--- src/rtl/core/pslc_ram.sv ---
// ----------------------------------------------------------------------------
// pslc_ram
// Generic single write port, single read port RAM with registered read data.
// ----------------------------------------------------------------------------
module pslc_ram #(
    parameter int WIDTH = 64,
    parameter int DEPTH = 64,
    localparam int AW = (DEPTH > 1) ? $clog2(DEPTH) : 1
) (
    input  logic             clk,
    input  logic             wr_en,
    input  logic [AW-1:0]    wr_addr,
    input  logic [WIDTH-1:0] wr_data,
    input  logic             rd_en,
    input  logic [AW-1:0]    rd_addr,
    output logic [WIDTH-1:0] rd_data
);

    logic [WIDTH-1:0] mem [DEPTH];
    logic [WIDTH-1:0] rd_data_reg;

    always_ff @(posedge clk)
    begin
        if (wr_en)
        begin
            mem[wr_addr] <= wr_data;
        end
        if (rd_en)
        begin
            rd_data_reg <= mem[rd_addr];
        end
    end

    assign rd_data = rd_data_reg;

endmodule

--- config.mk ---
export PLATFORM = sky130hd
export DESIGN_NAME = pslc_ram
export DESIGN_NICKNAME = d
export VERILOG_FILES = /design/src/rtl/core/pslc_ram.sv
export SDC_FILE = /design/constraint.sdc
export NUM_CORES = 2
export LEC_CHECK = 0
export BUFFER_PORTS_ARGS = -buffer_cell sky130_fd_sc_hd__buf_2
export CAP_MARGIN = 20
export CORE_ASPECT_RATIO = 0.8
export CORE_MARGIN = 3
export CORE_UTILIZATION = 59
export CTS_BUF_LIST = sky130_fd_sc_hd__clkbuf_2 sky130_fd_sc_hd__clkbuf_4 sky130_fd_sc_hd__clkbuf_8
export DETAILED_ROUTE_END_ITERATION = 10
export HOLD_SLACK_MARGIN = 0.03
export PLACE_DENSITY_LB_ADDON = 0.25
export SLEW_MARGIN = 15
export SYNTH_ARGS = -nofsm -noshare
export SYNTH_HDL_FRONTEND = slang
export SYNTH_SLANG_ARGS = --single-unit
--- constraint.sdc ---
create_clock -name clk -period 5.7 [get_ports clk]
set_input_delay 0.285 -clock clk [delete_from_list [all_inputs] [get_ports clk]]
set_output_delay 0.285 -clock clk [all_outputs]
set_load 0.01 [all_outputs]
==> results.md <==
* Status: finished clean
* Worst Skew at 58.4 ps
* Skew-Pair Late Insertion Delay at 1050 ps
* CP required at 6330 ps
* Top Ports at 143
* Total number of vias at 78.0k
* Min-Delay Path Class: input port to register
* Gp weighted congestion at 0.796
* Clock tree root buffer cell: clkbuf_8
* CTS H-tree depth at 6
* DP HPWL at 220 mm
* Reg2Reg Setup Slack at 3350 ps
* Arrival time at the worst endpoint at 3500 ps
* Slowest Stage Delay on Critical Path at 890 ps
* EDFF count, synth at 4160
* Avg WL per Cell at 36.9 um
* Hold Crit Depth at 4
* Final Max Slew Viols at 0
* Power per cell area at 340 mW/mm^2
* Final Critical Period at 2870 ps
* Synthesized area at 0.157 sq mm
* Crit path launch type: input port
* Vias in the first global route at 77.4k
* CP max-delay cell: nor2_4
* Clk buf depth at 4
* P_leak at 0.0553 uW
* RSZ-0062 raised after global routing: no
* Max Fclk at 348 MHz
* Largest register FFs at 4096
* Synth cell types at 32
* Die X-Extent at 583 um
* CTS clk-pin slew, worst paths at 60 ps
* Clk sinks at 4160
* Crit. End Element: register
* TNS Setup at 0 ps
* Seq cells post-synth at 4160
* Fillers at 16.0k
* Total track usage at 30.8%
* CTS tree: yes
* Ys Warns at 0
* Area leader, netlist: edfxtp_1
* Grt ovf at 0
* Worst slew margin at 22.1%
* Ys flop type: edfxtp_1
* Worst r2r path cells at 5
* Final Hold Violating Endpoints at 0
* Slew @ Worst Pin at 1170 ps
* Most frequent cell after synthesis: edfxtp_1
* Row count at 168
* Largest net degree at the start of global routing at 99
* Crit-path max FO at 26
* Residual DRC count at 0
* Hold EP: rd_data[26]
* DIE AREA at 0.272 sq mm
* Synth Net Count at 6677
* Antenna-violating nets left at 0
* Port Buf Inserts at 142
* Worst reg2reg endpoint: rd_data[46]
* Cell chain of the critical path: dlygate4sd3_1 > buf_2 > nor2b_1 > nand3_1 > nor2_4 > buf_4
* Asr flop ratio synth at 0%
* Routed WL at 416 mm
* Hold_sp: rd_addr[5]
* First-pass GRT wire length at 587 mm
* Period Utilization, post-route at 50.4%
* Commonest cells post-synth: 4160 x edfxtp_1, 1024 x mux4_2, 170 x buf_2, 168 x a22oi_1, 140 x clkbuf_1
* Area after DPL at 0.163 sq mm
* Layout area overhead at 12.3%
* Non-Filler Instances at 11.3k
* Die Y at 467 um
* Crit Reg-Reg Startpoint: mem[12][46]
* Top cells by area, synth: edfxtp_1 80%, mux4_2 15%, mux2i_1 0.86%
* Cell family with the largest share of critical-path delay: simple AND/OR/NAND/NOR gates
* DR iter-0 viols at 12.5k
* Cell count after synthesis at 6598
* Fin nets at 7406
* Core Box Area at 0.263 sq mm
* Setup violators final at 0
* CTS Buf Count at 617
* Layout cells sized above 1 at 31.5%
* Critical path depth at 6
* Initial core utilization at 59.6%
* Initial antenna violation count at 22
* Max Cap Viol at 0
* Avg Cell Area, Syn at 23.8 sq um
* Crit Path Class: input port to register
* Post-synth top area share at 79.6%
* Sequential area share after synthesis at 79.6%
* Post-CTS sizing at 0
* CP bufs+invs at 3
* First-pass DRT Iterations at 6
* Avg Vias per Cell at 6.93
* Final instance area at 0.176 sq mm
* Dpl cells at 10.1k
* Worst vdd ir at 0.253 mV
layer usage:
metal  track usage, %  wire (um)
met4             9.65      13900
met3             7.55      55500
met1             45.8     154000
met2             46.0     192000
met5                0         48
logic make-up (layout without fill, tap and decap cells):
| logic type | count (synthesis) | count (layout) | share of synthesized area (%) |
|---|---|---|---|
| other | 0 | 8 | 0 |
| multiplexers | 1159 | 1159 | 15.6 |
| buffers and inverters | 389 | 1555 | 1.18 |
| flip-flops | 4160 | 4160 | 79.6 |
| AO/OA/AOI/OAI | 504 | 504 | 2.47 |
| AND/OR/NAND/NOR | 386 | 386 | 1.23 |
worst min-delay path, delay by kind of cell:
family | cells | cell delay, ps
and+or+nand+nor | 3 | 560
buffers and inverters | 1 | 260
layout make-up:
| cell class | instances | area, sq um | area share, % |
|---|---|---|---|
| tap | 3485 | 4360 | 2.47 |
| inverter | 19 | 71.3 | 0.0405 |
| clock buffer | 817 | 10100 | 5.72 |
| multi-input combinational | 2049 | 30800 | 17.5 |
| sequential | 4160 | 125000 | 70.9 |
| clock inverter | 239 | 1290 | 0.732 |
| timing repair buffer | 480 | 4730 | 2.69 |
| antenna | 8 | 20.0 | 0.0114 |
what timing repair did:
item                                   in CTS  in global routing
setup buffers                               0                  0
hold buffers                               68                  0
endpoints found under the hold margin    4021                  0
through the flow:
step	util (%)	setup WS, ps	power, uW	hold slack, ps
2_1_floorplan	-	1380	36200	384
3_5_place_dp	62.1	2120	37600	717
4_1_cts	66.6	2930	60100	57.9
3_3_place_gp	62.0	2150	37500	718
6_report	66.9	2830	59900	174
5_1_grt	66.9	2810	61700	140
worst max path at each step:
stage	start	to	slack, ps
floorplan	wr_addr[5]	mem[39][0]	1380
global placement	rd_addr[1]	rd_data[40]	2150
detailed placement	rd_addr[1]	rd_data[40]	2120
CTS	wr_addr[2]	mem[5][15]	2930
global route	wr_addr[2]	mem[5][15]	2810
finish	wr_addr[2]	mem[5][15]	2830
where the power goes:
part | internal (uW) | switching [uW]
Combinational | 1120 | 1820
Sequential | 33900 | 131
Clock | 11700 | 11200
Total | 46800 | 13100
cell usage in the layout (no fill, tap or decap), types with 63 or more instances in the layout:
master and count:
mux2i_1 135, a22oi_1 168, clkbuf_8 632, clkinv_1 154, and3_1 64, a22o_1 88, a211oi_1 63, nor2_4 65
edfxtp_1 4160, buf_2 131, mux4_2 1024, dlygate4sd3_1 68, buf_12 90, o22ai_1 83, clkbuf_4 185, buf_4 181
Note: power is estimated with default switching activity, not from simulation.
